[config.mk]
export PLATFORM = sky130hd
export DESIGN_NAME = tcw_ctrl
export DESIGN_NICKNAME = d
export VERILOG_FILES = /design/src/hdl/tcw_pkg.sv /design/src/hdl/tcw_ctrl.sv
export SDC_FILE = /design/constraint.sdc
export NUM_CORES = 1
export LEC_CHECK = 0
export ABC_AREA = 1
export BUFFER_PORTS_ARGS = -buffer_cell sky130_fd_sc_hd__buf_2
export CORE_AREA = 2 2 39 41
export CTS_CLUSTER_DIAMETER = 120
export CTS_CLUSTER_SIZE = 16
export DETAILED_ROUTE_END_ITERATION = 10
export DIE_AREA = 0 0 41 43
export PLACE_DENSITY = 0.4
export SLEW_MARGIN = 10
export SYNTH_ARGS = -nofsm -noshare
export SYNTH_HDL_FRONTEND = slang
export SYNTH_SLANG_ARGS = --single-unit
[constraint.sdc]
create_clock -name clk -period 1.95 [get_ports clk]
set_input_delay 0.195 -clock clk [delete_from_list [all_inputs] [get_ports clk]]
set_output_delay 0.195 -clock clk [all_outputs]
set_load 0.05 [all_outputs]
[src/hdl/tcw_pkg.sv]
// Package for the text console writer: transaction payload types, item kinds,
// character codes, controller states and the controller/datapath command and status groups.
// No dependencies.
`timescale 1ns / 1ps

package tcw_pkg;

  typedef struct packed {
    logic [1:0] kind;
    logic [7:0] char_code;
    logic [4:0] read_row;
    logic [6:0] read_col;
  } tcw_in_t;

  typedef struct packed {
    logic [4:0]  cursor_row;
    logic [6:0]  cursor_col;
    logic [10:0] cursor_offset;
    logic [15:0] cell_value;
  } tcw_out_t;

  localparam logic [1:0] KIND_PUT   = 2'd0;
  localparam logic [1:0] KIND_CLEAR = 2'd1;
  localparam logic [1:0] KIND_READ  = 2'd2;

  localparam logic [7:0] CHAR_BS    = 8'h08;
  localparam logic [7:0] CHAR_TAB   = 8'h09;
  localparam logic [7:0] CHAR_LF    = 8'h0A;
  localparam logic [7:0] CHAR_CR    = 8'h0D;
  localparam logic [7:0] BLANK_CHAR = 8'h20;
  localparam logic [7:0] ATTR_RESET = 8'h0F;

  typedef enum logic [2:0] {
    ST_INIT,
    ST_IDLE,
    ST_EXEC,
    ST_FILL,
    ST_READ,
    ST_DONE
  } tcw_state_t;

  typedef struct packed {
    logic take;
    logic exec;
    logic fill_step;
    logic read_capture;
    logic out_load;
  } tcw_cmd_t;

  typedef struct packed {
    logic scroll;
    logic clear;
    logic read_hit;
    logic fill_last;
    logic out_free;
  } tcw_sts_t;

endpackage

[src/hdl/tcw_ctrl.sv]
// Controller state machine of the text console writer.
// Depends on tcw_pkg for the state type and the command and status groups.
`timescale 1ns / 1ps

module tcw_ctrl
  import tcw_pkg::*;
(
  input  logic     clk,
  input  logic     rst,
  input  logic     in_valid,
  input  tcw_sts_t sts,
  output tcw_cmd_t cmd,
  output logic     in_stall
);

  tcw_state_t state;
  tcw_state_t state_next;

  always_ff @(posedge clk) begin
    if (rst) begin
      state <= ST_INIT;
    end else begin
      state <= state_next;
    end
  end

  always_comb begin
    state_next = state;
    case (state)
      ST_INIT: begin
        if (sts.fill_last) state_next = ST_IDLE;
      end
      ST_IDLE: begin
        if (in_valid) state_next = ST_EXEC;
      end
      ST_EXEC: begin
        if (sts.scroll || sts.clear) begin
          state_next = ST_FILL;
        end else if (sts.read_hit) begin
          state_next = ST_READ;
        end else begin
          state_next = ST_DONE;
        end
      end
      ST_FILL: begin
        if (sts.fill_last) state_next = ST_DONE;
      end
      ST_READ: begin
        state_next = ST_DONE;
      end
      ST_DONE: begin
        if (sts.out_free) state_next = ST_IDLE;
      end
      default: begin
        state_next = ST_IDLE;
      end
    endcase
  end

  always_comb begin
    cmd      = '0;
    in_stall = 1'b1;
    case (state)
      ST_INIT: begin
        cmd.fill_step = 1'b1;
      end
      ST_IDLE: begin
        in_stall = 1'b0;
        cmd.take = in_valid;
      end
      ST_EXEC: begin
        cmd.exec = 1'b1;
      end
      ST_FILL: begin
        cmd.fill_step = 1'b1;
      end
      ST_READ: begin
        cmd.read_capture = 1'b1;
      end
      ST_DONE: begin
        cmd.out_load = sts.out_free;
      end
      default: begin
        cmd = '0;
      end
    endcase
  end

endmodule

; ---- After elaboration in Yosys (flattened, before gate mapping)
; Index checks and enable logic that the tools add are counted.
[totals]
wordCells = 27
out_inout_bits = 6
inputBits = 8
register_bits = 3
[op_classes]
n_mux = 13
n_eq_ne = 9
reduce_logical = 4
[ops]
columns = cell, count
row1 = $pmux 3 s6, 1
row2 = $mux 3, 5
row3 = $ne 2x2->1 const B, 4
row4 = $mux 1, 7
row5 = $eq 3x2->1 const B, 2
row6 = $eq 3x3->1 const B, 2
row7 = $reduce_and 4->1, 1
row8 = $eq 3x1->1 const B, 1
row9 = $logic_not 3->1, 1
row10 = $reduce_or 2->1, 1
row11 = $logic_or 1x1->1, 1

; ---- Depth between registers and ports, before layout
; Gate-level depths: netlist of run 1.
[logic_depth]
word_depth = 3
ltp_mapped = 8

; ---- Least setup slack after synthesis of run 1
; OpenSTA, ideal clock, no wires.
[synth_timing]
path_type = reg2out
start = reg state[0]
end = out cmd[1] (netlist name)
slack_ns = 0.243
t_arrival_ns = 1.512
t_required_ns = 1.755
path_stages_with_launch = 3
path_cell_list = dfxtp_1 buf_4 nor3_1
[synth_rtl]
columns = item, line
row1 = from (decl), tcw_ctrl.sv:16  ; tcw_state_t state;
row2 = from (signal assigned), tcw_ctrl.sv:23  ; state <= state_next;
row3 = to (decl), tcw_ctrl.sv:12  ; output tcw_cmd_t cmd,

==> results of run 1 <==
-- cell usage in the layout (no fill, tap or decap) --
cell and instances:
a21oi_1 2, buf_2 13, clkbuf_1 1, clkbuf_4 3, dfxtp_1 3, inv_1 8, inv_2 4, nand2_1 11
nand3_1 9, nand3_2 1, nor2_1 5, nor2_2 2, nor3_1 1, o21ai_1 2, o21bai_1 1
-- cells in the mapped netlist --
| library cell | count |
|---|---|
| o21ai_1 | 2 |
| dfxtp_1 | 3 |
| a21oi_1 | 2 |
| nor2_2 | 2 |
| inv_2 | 4 |
| nand2_1 | 11 |
| o21bai_1 | 1 |
| inv_1 | 8 |
| buf_4 | 1 |
| nand3_2 | 1 |
| nor2_1 | 5 |
| nor3_1 | 1 |
| nand3_1 | 9 |
-- logic make-up (layout without fill, tap and decap cells) --
family / Yosys count / count (layout) / synth area share (%)
buffers and inverters: 13 / 29 / 19.3
AOI/OAI and AO/OA: 5 / 5 / 10.1
DFF: 3 / 3 / 22.0
and+or+nand+nor: 29 / 29 / 48.6
-- worst max-delay path: cells and delay by family, from the launching register on --
kind | cells | cell delay, ns
buf+inv | 3 | 0.39
flops | 1 | 0.40
simple gates | 2 | 0.24
-- per-stage QoR --
| stage | instance area (sq um) | total power [mW] | hold WS [ns] | std cells |
|---|---|---|---|---|
| detailed placement | 350 | 0.219 | 0.385 | 78 |
| global route | 377 | 0.357 | 0.150 | 82 |
| CTS | 377 | 0.332 | 0.139 | 82 |
| finish | 377 | 0.326 | 0.148 | 82 |
| floorplan | 273 | 0.190 | 0.264 | 50 |
| global placement | 350 | 0.221 | 0.387 | 78 |
-- cell type report --
cell class                 instances  area [sq um]  share of cell area (%)
multi-input combinational         34           160                    42.5
timing repair buffer              13          65.1                    17.3
sequential                         3          60.1                    15.9
inverter                          12          45.0                    12.0
clock buffer                       4          26.3                    6.98
tap                               16          20.0                    5.32
-- where the power goes --
| part | switching (mW) | internal [mW] |
|---|---|---|
| registers | 0.0120 | 0.0686 |
| clock network | 0.0322 | 0.0767 |
| logic | 0.100 | 0.0368 |
| total | 0.144 | 0.182 |
-- per-layer routing --
| metal | wire length [microns] | vias up |
|---|---|---|
| met3 | 39 | 2 |
| met5 | 0 | - |
| met2 | 310 | 12 |
| met1 | 270 | 147 |
| li1 | - | 186 |
| met4 | 17 | 0 |
-- how the worst max path moves through the flow --
stage	depth (start not counted)	endpoint	slack (ns)	start
after detailed placement	5	cmd[3]	0.74	state[1]$_SDFFE_PP0P_
after CTS	5	cmd[3]	0.49	state[1]$_SDFFE_PP0P_
after global routing	5	cmd[3]	0.38	state[1]$_SDFFE_PP0P_
after global placement	5	cmd[3]	0.72	state[1]$_SDFFE_PP0P_
final	5	cmd[3]	0.50	state[1]$_SDFFE_PP0P_
after floorplan	2	cmd[1]	0.24	state[0]$_SDFFE_PP0P_
==> results.txt, run 1 <==
status -> finished clean
Seq/Total Area, Yosys -> 22.0%
antenna-violating nets left -> 0
slew margin rel. -> 80.9%
grt peak-use layer -> met2
reg2reg setup slack -> 0.79 ns
cts hold-fix bufs -> 0
fin crit period -> 1.45 ns
GRT overflow -> 0
crit path DAT -> 1.25 ns
final worst slack -> 0.502 ns
Synth cell types -> 13
met3 usage -> 3.14%
# resized after CTS -> 0
total CTS buffers -> 3
area grow syn2layout -> 38.1%
ANT cells -> 0
Synth Instances -> 50
FF-to-FF Start -> state[0]$_SDFFE_PP0P_
GR Util met1 -> 9.90%
Clock Pin Slew Worst Setup and Hold Paths -> 0.04 ns
Setup WS pre-CTS -> 0.745 ns
clk buf depth -> 2
Initial Util -> 19.7%
startpoint types -> register
drt pass-1 iters -> 4
Critical Path, Cell by Cell -> inv_2, nor2_2, nand2_1, inv_1, buf_2
P_leak -> 0.222 nW
CTS Sinks -> 3
Min-Delay Path Class -> in -> reg
max reg flops -> 3
Worst Setup Path Type -> reg -> out
Synth top area share -> 22.0%
Post-CTS Setup Bufs -> 0
Die Ht -> 43 microns
Mean Syn Cell Area -> 5.46 sq um
Die X -> 41 microns
fill cell count -> 172
Post-Syn Area -> 273 sq um
Fin Clk Skew -> 0.000589 ns
final setup violating endpoints -> 0
Slew @ Worst Pin -> 0.286 ns
global-route wire length before repair -> 1.02 mm
Clk Latency, worst-skew pair -> 0.23 ns
Top reg by flops -> state
RSZ-0062 raised after global routing -> false
share of layout cells above drive strength 1 -> 34.8%
die area -> 1760 sq um
Boundary Pins -> 14
met2 Resource Use GR -> 12.8%
routed len/inst -> 7.77 microns
Min-Delay Endpoint -> state[2]$_SDFFE_PP0P_
largest registers -> state: 3 flops
slowest CP cell -> dfxtp_1
hold path start -> rst
initial antenna violation count -> 0
Total GRT Usage -> 8.72%
Yosys top cell by area -> dfxtp_1
Worst Setup End Kind -> output port
Layout Nets -> 75
hold depth -> 2
Hold Violations, Final -> 0
post-route clock period utilization -> 74.3%
Placeable Area -> 1380 sq um
syn_nets -> 58
RR Endpoint -> state[0]$_SDFFE_PP0P_
R2R depth -> 7
post-synthesis register bit count -> 3
H-tree Lvls -> 1
final WL -> 637 microns
setup TNS -> 0 ns
post-route core utilization -> 27.2%
Vias -> 347
hpwl dp -> 522 microns
row count -> 14
root buffer cell -> clkbuf_4
Max rail drop VDD -> 0.000322 V
critical path data required time -> 1.75 ns
Iteration-0 DRC Markers -> 5
max cap viols -> 0
PD cells -> 866 nW/um^2
vias per cell -> 4.23
synth top area cells -> dfxtp_1 (22%), nand3_1 (17%), nand2_1 (15%)
FMAX -> 691 MHz
Worst Path Max Fanout -> 5
I/O Buffers -> 13
yosys warns -> 0
max incr delay on CP -> 0.40 ns
largest net degree at the start of global routing -> 9
Remaining DRCs -> 0
vias in the first global route -> 283
CTS tree -> built
gp weighted congestion -> 0.727
Max Slew Vio Count -> 0
(Power assumes the default switching activity.)
==> run 2, diff against run 1 <==
==> constraint.sdc (replaced) <==
create_clock -name clk -period 1.4 [get_ports clk]
set_input_delay 0.14 -clock clk [delete_from_list [all_inputs] [get_ports clk]]
set_output_delay 0.14 -clock clk [all_outputs]
set_load 0.05 [all_outputs]
==> results.txt, run 2 (synthesis results as in run 1) <==
Vias -> 339 (-2.3%)
die area -> 1760 sq um (unchanged)
hold depth -> 2 (unchanged)
Slew @ Worst Pin -> 0.262 ns (-0.0231 ns)
I/O Buffers -> 13 (unchanged)
initial antenna violation count -> 0 (unchanged)
Hold Violations, Final -> 0 (unchanged)
crit path DAT -> 1.19 ns (-0.06 ns)
root buffer cell -> clkbuf_4
post-route clock period utilization -> 95.1%
ANT cells -> 0 (unchanged)
vias per cell -> 4.13 (-2.3%)
cts hold-fix bufs -> 0 (unchanged)
Worst Setup End Kind -> output port
antenna-violating nets left -> 0 (unchanged)
Boundary Pins -> 14 (unchanged)
Top reg by flops -> state
Iteration-0 DRC Markers -> 2 (-3)
post-route core utilization -> 28.5% (+1.3 points)
Max rail drop VDD -> 0.000391 V (+21%)
GRT overflow -> 0 (unchanged)
drt pass-1 iters -> 4 (unchanged)
CTS tree -> built
Total GRT Usage -> 9.33% (+0.61 points)
row count -> 14 (unchanged)
Die X -> 41 microns (unchanged)
Placeable Area -> 1380 sq um (unchanged)
routed len/inst -> 8.49 microns (+9.3%)
vias in the first global route -> 313 (+11%)
hpwl dp -> 544 microns (+4.2%)
PD cells -> 1210 nW/um^2 (+40%)
Clk Latency, worst-skew pair -> 0.25 ns (+0.02 ns)
max cap viols -> 0 (unchanged)
R2R depth -> 7 (unchanged)
H-tree Lvls -> 1 (unchanged)
Die Ht -> 43 microns (unchanged)
global-route wire length before repair -> 1.08 mm (+5.4%)
setup TNS -> 0 ns (unchanged)
FMAX -> 751 MHz
total CTS buffers -> 3 (unchanged)
largest registers -> state: 3 flops
Worst Path Max Fanout -> 5 (unchanged)
final setup violating endpoints -> 0 (unchanged)
Min-Delay Endpoint -> state[1]$_SDFFE_PP0P_
gp weighted congestion -> 0.733 (+0.89%)
startpoint types -> register
Post-Place Cell Area -> 363 sq um (+3.6%)
Max Slew Vio Count -> 0 (unchanged)
share of layout cells above drive strength 1 -> 40.9% (+6.1 points)
Fin Clk Skew -> 0.00916 ns (+0.00857 ns)
reg2reg setup slack -> 0.29 ns (-0.50 ns)
clk buf depth -> 2 (unchanged)
area grow syn2layout -> 44.5%
hold path start -> rst
fin area -> 394 sq um (+4.7%)
critical path data required time -> 1.26 ns (-0.49 ns)
FF-to-FF Start -> state[2]$_SDFFE_PP0P_
Initial Util -> 19.7% (unchanged)
largest net degree at the start of global routing -> 9 (unchanged)
max reg flops -> 3 (unchanged)
Worst Setup Path Type -> reg -> out
P_leak -> 0.226 nW (+1.9%)
Remaining DRCs -> 0 (unchanged)
CTS Sinks -> 3 (unchanged)
Layout Nets -> 75 (unchanged)
commonest non-fill, non-tap cell in the layout -> buf_2
slew margin rel. -> 82.6% (+1.7 points)
fin crit period -> 1.33 ns
Final Hold Slack -> 0.0691 ns (-0.0785 ns)
most frequent cells in the layout -> buf_2 (12), nand2_1 (11), nand3_1 (9), inv_1 (8)
Clock Pin Slew Worst Setup and Hold Paths -> 0.04 ns (about the same)
Min-Delay Path Class -> in -> reg
Tot Pwr -> 479 uW (+47%)
final WL -> 696 microns (+9.3%)
RR Endpoint -> state[0]$_SDFFE_PP0P_
status -> finished clean
[run 2: area by class of cell]
class | instances | area (sq um)
timing repair buffer | 13 | 67.6
sequential | 3 | 62.6
clock buffer | 4 | 26.3
tap | 16 | 20.0
inverter | 12 | 45.0
multi-input combinational | 34 | 173
fill | 158 | 990
[run 2: per-layer routing]
metal  track usage, %  share of wire (%)  vias to the layer above
met4             10.0                5.7                        0
met5                0                  0                        -
met3             1.57                5.9                        4
met1             9.29                 41                      138
met2             14.4                 48                       11
li1                 -                  -                      186
[run 2: critical path: stages, from the launching register on]
cell and delay, ns:
dfxtp_1 0.34, inv_2 0.11, nand3_2 0.14, nor2_4 0.10, buf_2 0.26
[run 2: repair_timing]
action,4_1_cts,5_1_grt
setup endpoints to repair,2,2
buffers inserted,0,0
resized for setup,2,1
pin swaps,0,0
[run 2: worst max-delay path by stage]
stage | endpoint | cells past startpoint | from
2_1_floorplan | state[1]$_SDFFE_PP0P_ | 7 | state[0]$_SDFFE_PP0P_
3_3_place_gp | state[0]$_SDFFE_PP0P_ | 7 | state[1]$_SDFFE_PP0P_
3_5_place_dp | cmd[4] | 3 | state[0]$_SDFFE_PP0P_
4_1_cts | cmd[3] | 5 | state[1]$_SDFFE_PP0P_
5_1_grt | cmd[3] | 5 | state[1]$_SDFFE_PP0P_
6_report | cmd[4] | 4 | state[2]$_SDFFE_PP0P_
[run 2: metrics by stage]
step,std cells,setup WS [ns]
global route,82,-0.000918
CTS,82,0.0317
floorplan,50,0.0331
global placement,78,0.219
detailed placement,78,0.233
finish,82,0.0684
[run 2: power by group]
| part | total (mW) | switching, mW | internal, mW |
|---|---|---|---|
| Clock | 0.164 | 0.0562 | 0.108 |
| Sequential | 0.115 | 0.0178 | 0.0974 |
| Combinational | 0.200 | 0.145 | 0.0545 |
| Total | 0.479 | 0.219 | 0.259 |
==> run 3, diff against run 2 <==
==> constraint.sdc (replaced) <==
create_clock -name clk -period 1.4 [get_ports clk]
set_input_delay 0.28 -clock clk [delete_from_list [all_inputs] [get_ports clk]]
set_output_delay 0.28 -clock clk [all_outputs]
set_load 0.05 [all_outputs]
==> results.txt, run 3 (synthesis results as in run 1) <==
Max rail drop VDD -> 0.000407 V (+4.1%)
critical path data required time -> 1.12 ns (-0.14 ns)
commonest non-fill, non-tap cell in the layout -> nand2_1
crit path DAT -> 1.06 ns (-0.13 ns)
fill cell count -> 154 (-2.5%)
vias in the first global route -> 299 (-4.5%)
P_leak -> 0.245 nW (+8.2%)
CTS Sinks -> 3 (unchanged)
clk buf depth -> 2 (unchanged)
gp weighted congestion -> 0.780 (+6.3%)
CP startpoint -> state[1]$_SDFFE_PP0P_
Total GRT Usage -> 8.52% (-0.81 points)
antenna-violating nets left -> 0 (unchanged)
Post-CTS Setup Bufs -> 0 (unchanged)
routed len/inst -> 7.96 microns (-6.2%)
vias per cell -> 4.19 (+1.4%)
Setup WS pre-CTS -> 0.127 ns (-0.105 ns)
Vias -> 352 (+3.8%)
Remaining DRCs -> 0 (unchanged)
Boundary Pins -> 14 (unchanged)
initial antenna violation count -> 0 (unchanged)
most frequent cells in the layout -> nand2_1 (10), nand3_1 (9), inv_1 (8), buf_2 (8), inv_2 (4)
FF-to-FF Start -> state[1]$_SDFFE_PP0P_
Critical Path, Cell by Cell -> inv_2, nand3_1, nor2_2, buf_6
Worst Setup Path Type -> reg -> out
max incr delay on CP -> 0.35 ns (about the same)
drt pass-1 iters -> 4 (unchanged)
post-route clock period utilization -> 95.5% (+0.39 points)
RSZ-0062 raised after global routing -> false
max cap viols -> 0 (unchanged)
final WL -> 669 microns (-3.9%)
largest registers -> state: 3 flops
Placeable Area -> 1380 sq um (unchanged)
CTS tree -> built
Max Slew Vio Count -> 0 (unchanged)
Fin Clk Skew -> 0.00256 ns (-0.00660 ns)
die area -> 1760 sq um (unchanged)
I/O Buffers -> 13 (unchanged)
startpoint types -> register
root buffer cell -> clkbuf_4
Worst Setup End Kind -> output port
Hold Violations, Final -> 0 (unchanged)
largest net degree at the start of global routing -> 9 (unchanged)
Initial Util -> 19.7% (unchanged)
Die X -> 41 microns (unchanged)
area grow syn2layout -> 64.7%
H-tree Lvls -> 1 (unchanged)
Iteration-0 DRC Markers -> 1 (-1)
Min-Delay Path Class -> in -> reg
Final Hold Slack -> 0.224 ns (+0.155 ns)
final setup violating endpoints -> 0 (unchanged)
ANT cells -> 0 (unchanged)
Top reg by flops -> state
cts hold-fix bufs -> 0 (unchanged)
Die Ht -> 43 microns (unchanged)
fin crit period -> 1.34 ns (+0.00550 ns)
GRT overflow -> 0 (unchanged)
slew margin rel. -> 83.6% (+1.0 points)
Clk Latency, worst-skew pair -> 0.24 ns (about the same)
Worst Path Max Fanout -> 5 (unchanged)
PD cells -> 1150 nW/um^2 (-5.7%)
global-route wire length before repair -> 1.04 mm (-3.3%)
status -> finished clean
hpwl dp -> 558 microns (+2.5%)
total CTS buffers -> 3 (unchanged)
slowest CP cell -> dfxtp_4
row count -> 14 (unchanged)
max reg flops -> 3 (unchanged)
share of layout cells above drive strength 1 -> 47.1% (+6.1 points)
Layout Nets -> 77 (+2.7%)
Slew @ Worst Pin -> 0.247 ns (-0.0153 ns)
Clock Pin Slew Worst Setup and Hold Paths -> 0.04 ns (about the same)
FMAX -> 748 MHz (-0.41%)
hold path start -> rst
final worst slack -> 0.0629 ns (-0.00550 ns)
==> run 3: cell count changes in the layout (fill, tap and decap cells not counted) <==
cell     delta
buf_2       -4
buf_4       +2
buf_6       +3
buf_8       +1
dfxtp_1     -1
dfxtp_2     -1
dfxtp_4     +2
nand2_1     -1
nand2_2     +1
nor2_1      -1
nor2_2      +1
==> run 3: critical path: cells and delay by family, from the launching register on <==
| family | cells | cell delay (ns) |
|---|---|---|
| flip-flops | 1 | 0.35 |
| AND/OR/NAND/NOR | 2 | 0.22 |
| buffers and inverters | 2 | 0.24 |
==> run 3: per-stage QoR <==
stage	area (sq um)	power (mW)	utilization (%)	setup TNS (ns)	cells
after floorplan	288	0.271	-	-0.0212	50
after global routing	449	0.547	32.5	0	84
final	449	0.514	32.5	0	84
after detailed placement	380	0.324	27.5	0	80
after CTS	422	0.500	30.5	0	84
after global placement	380	0.326	27.5	0	80
==> run 3: worst paths after layout <==
check | end | slack, ns | cells past startpoint
worst min-delay path | state[2]$_SDFFE_PP0P_ | 0.22 | 2
worst max register to register | state[1]$_SDFFE_PP0P_ | 0.27 | 7
worst min register to register | state[1]$_SDFFE_PP0P_ | 0.56 | 2
worst max-delay path | cmd[0] | 0.06 | 4
==> run 3: cell type report <==
cell class / instances / area [sq um] / share of cell area, %
Clock buffer: 4 / 26.3 / 5.85
Inverter: 12 / 45.0 / 10.0
Multi-Input combinational cell: 34 / 178 / 39.6
Sequential cell: 3 / 68.8 / 15.3
Tap cell: 16 / 20.0 / 4.46
Timing Repair Buffer: 15 / 111 / 24.8
==> run 3: report_power, final <==
group / internal, mW / total, mW / switching [mW]
Sequential: 0.0982 / 0.116 / 0.0180
Clock: 0.107 / 0.159 / 0.0513
Combinational: 0.0893 / 0.240 / 0.150
Total: 0.295 / 0.514 / 0.220
==> run 3: timing repair <==
item / 4_1_cts / 5_1_grt
gates resized for setup: 7 / 9
pin swaps: 0 / 0
setup endpoints to repair: 5 / 5
==> run 3: metal layers <==
metal	GRT usage (%)	up-vias	routed length, microns
met3	0	2	33
met5	0	-	0
met4	6.00	0	13
met2	14.7	13	349
met1	9.27	145	272
li1	-	192	-
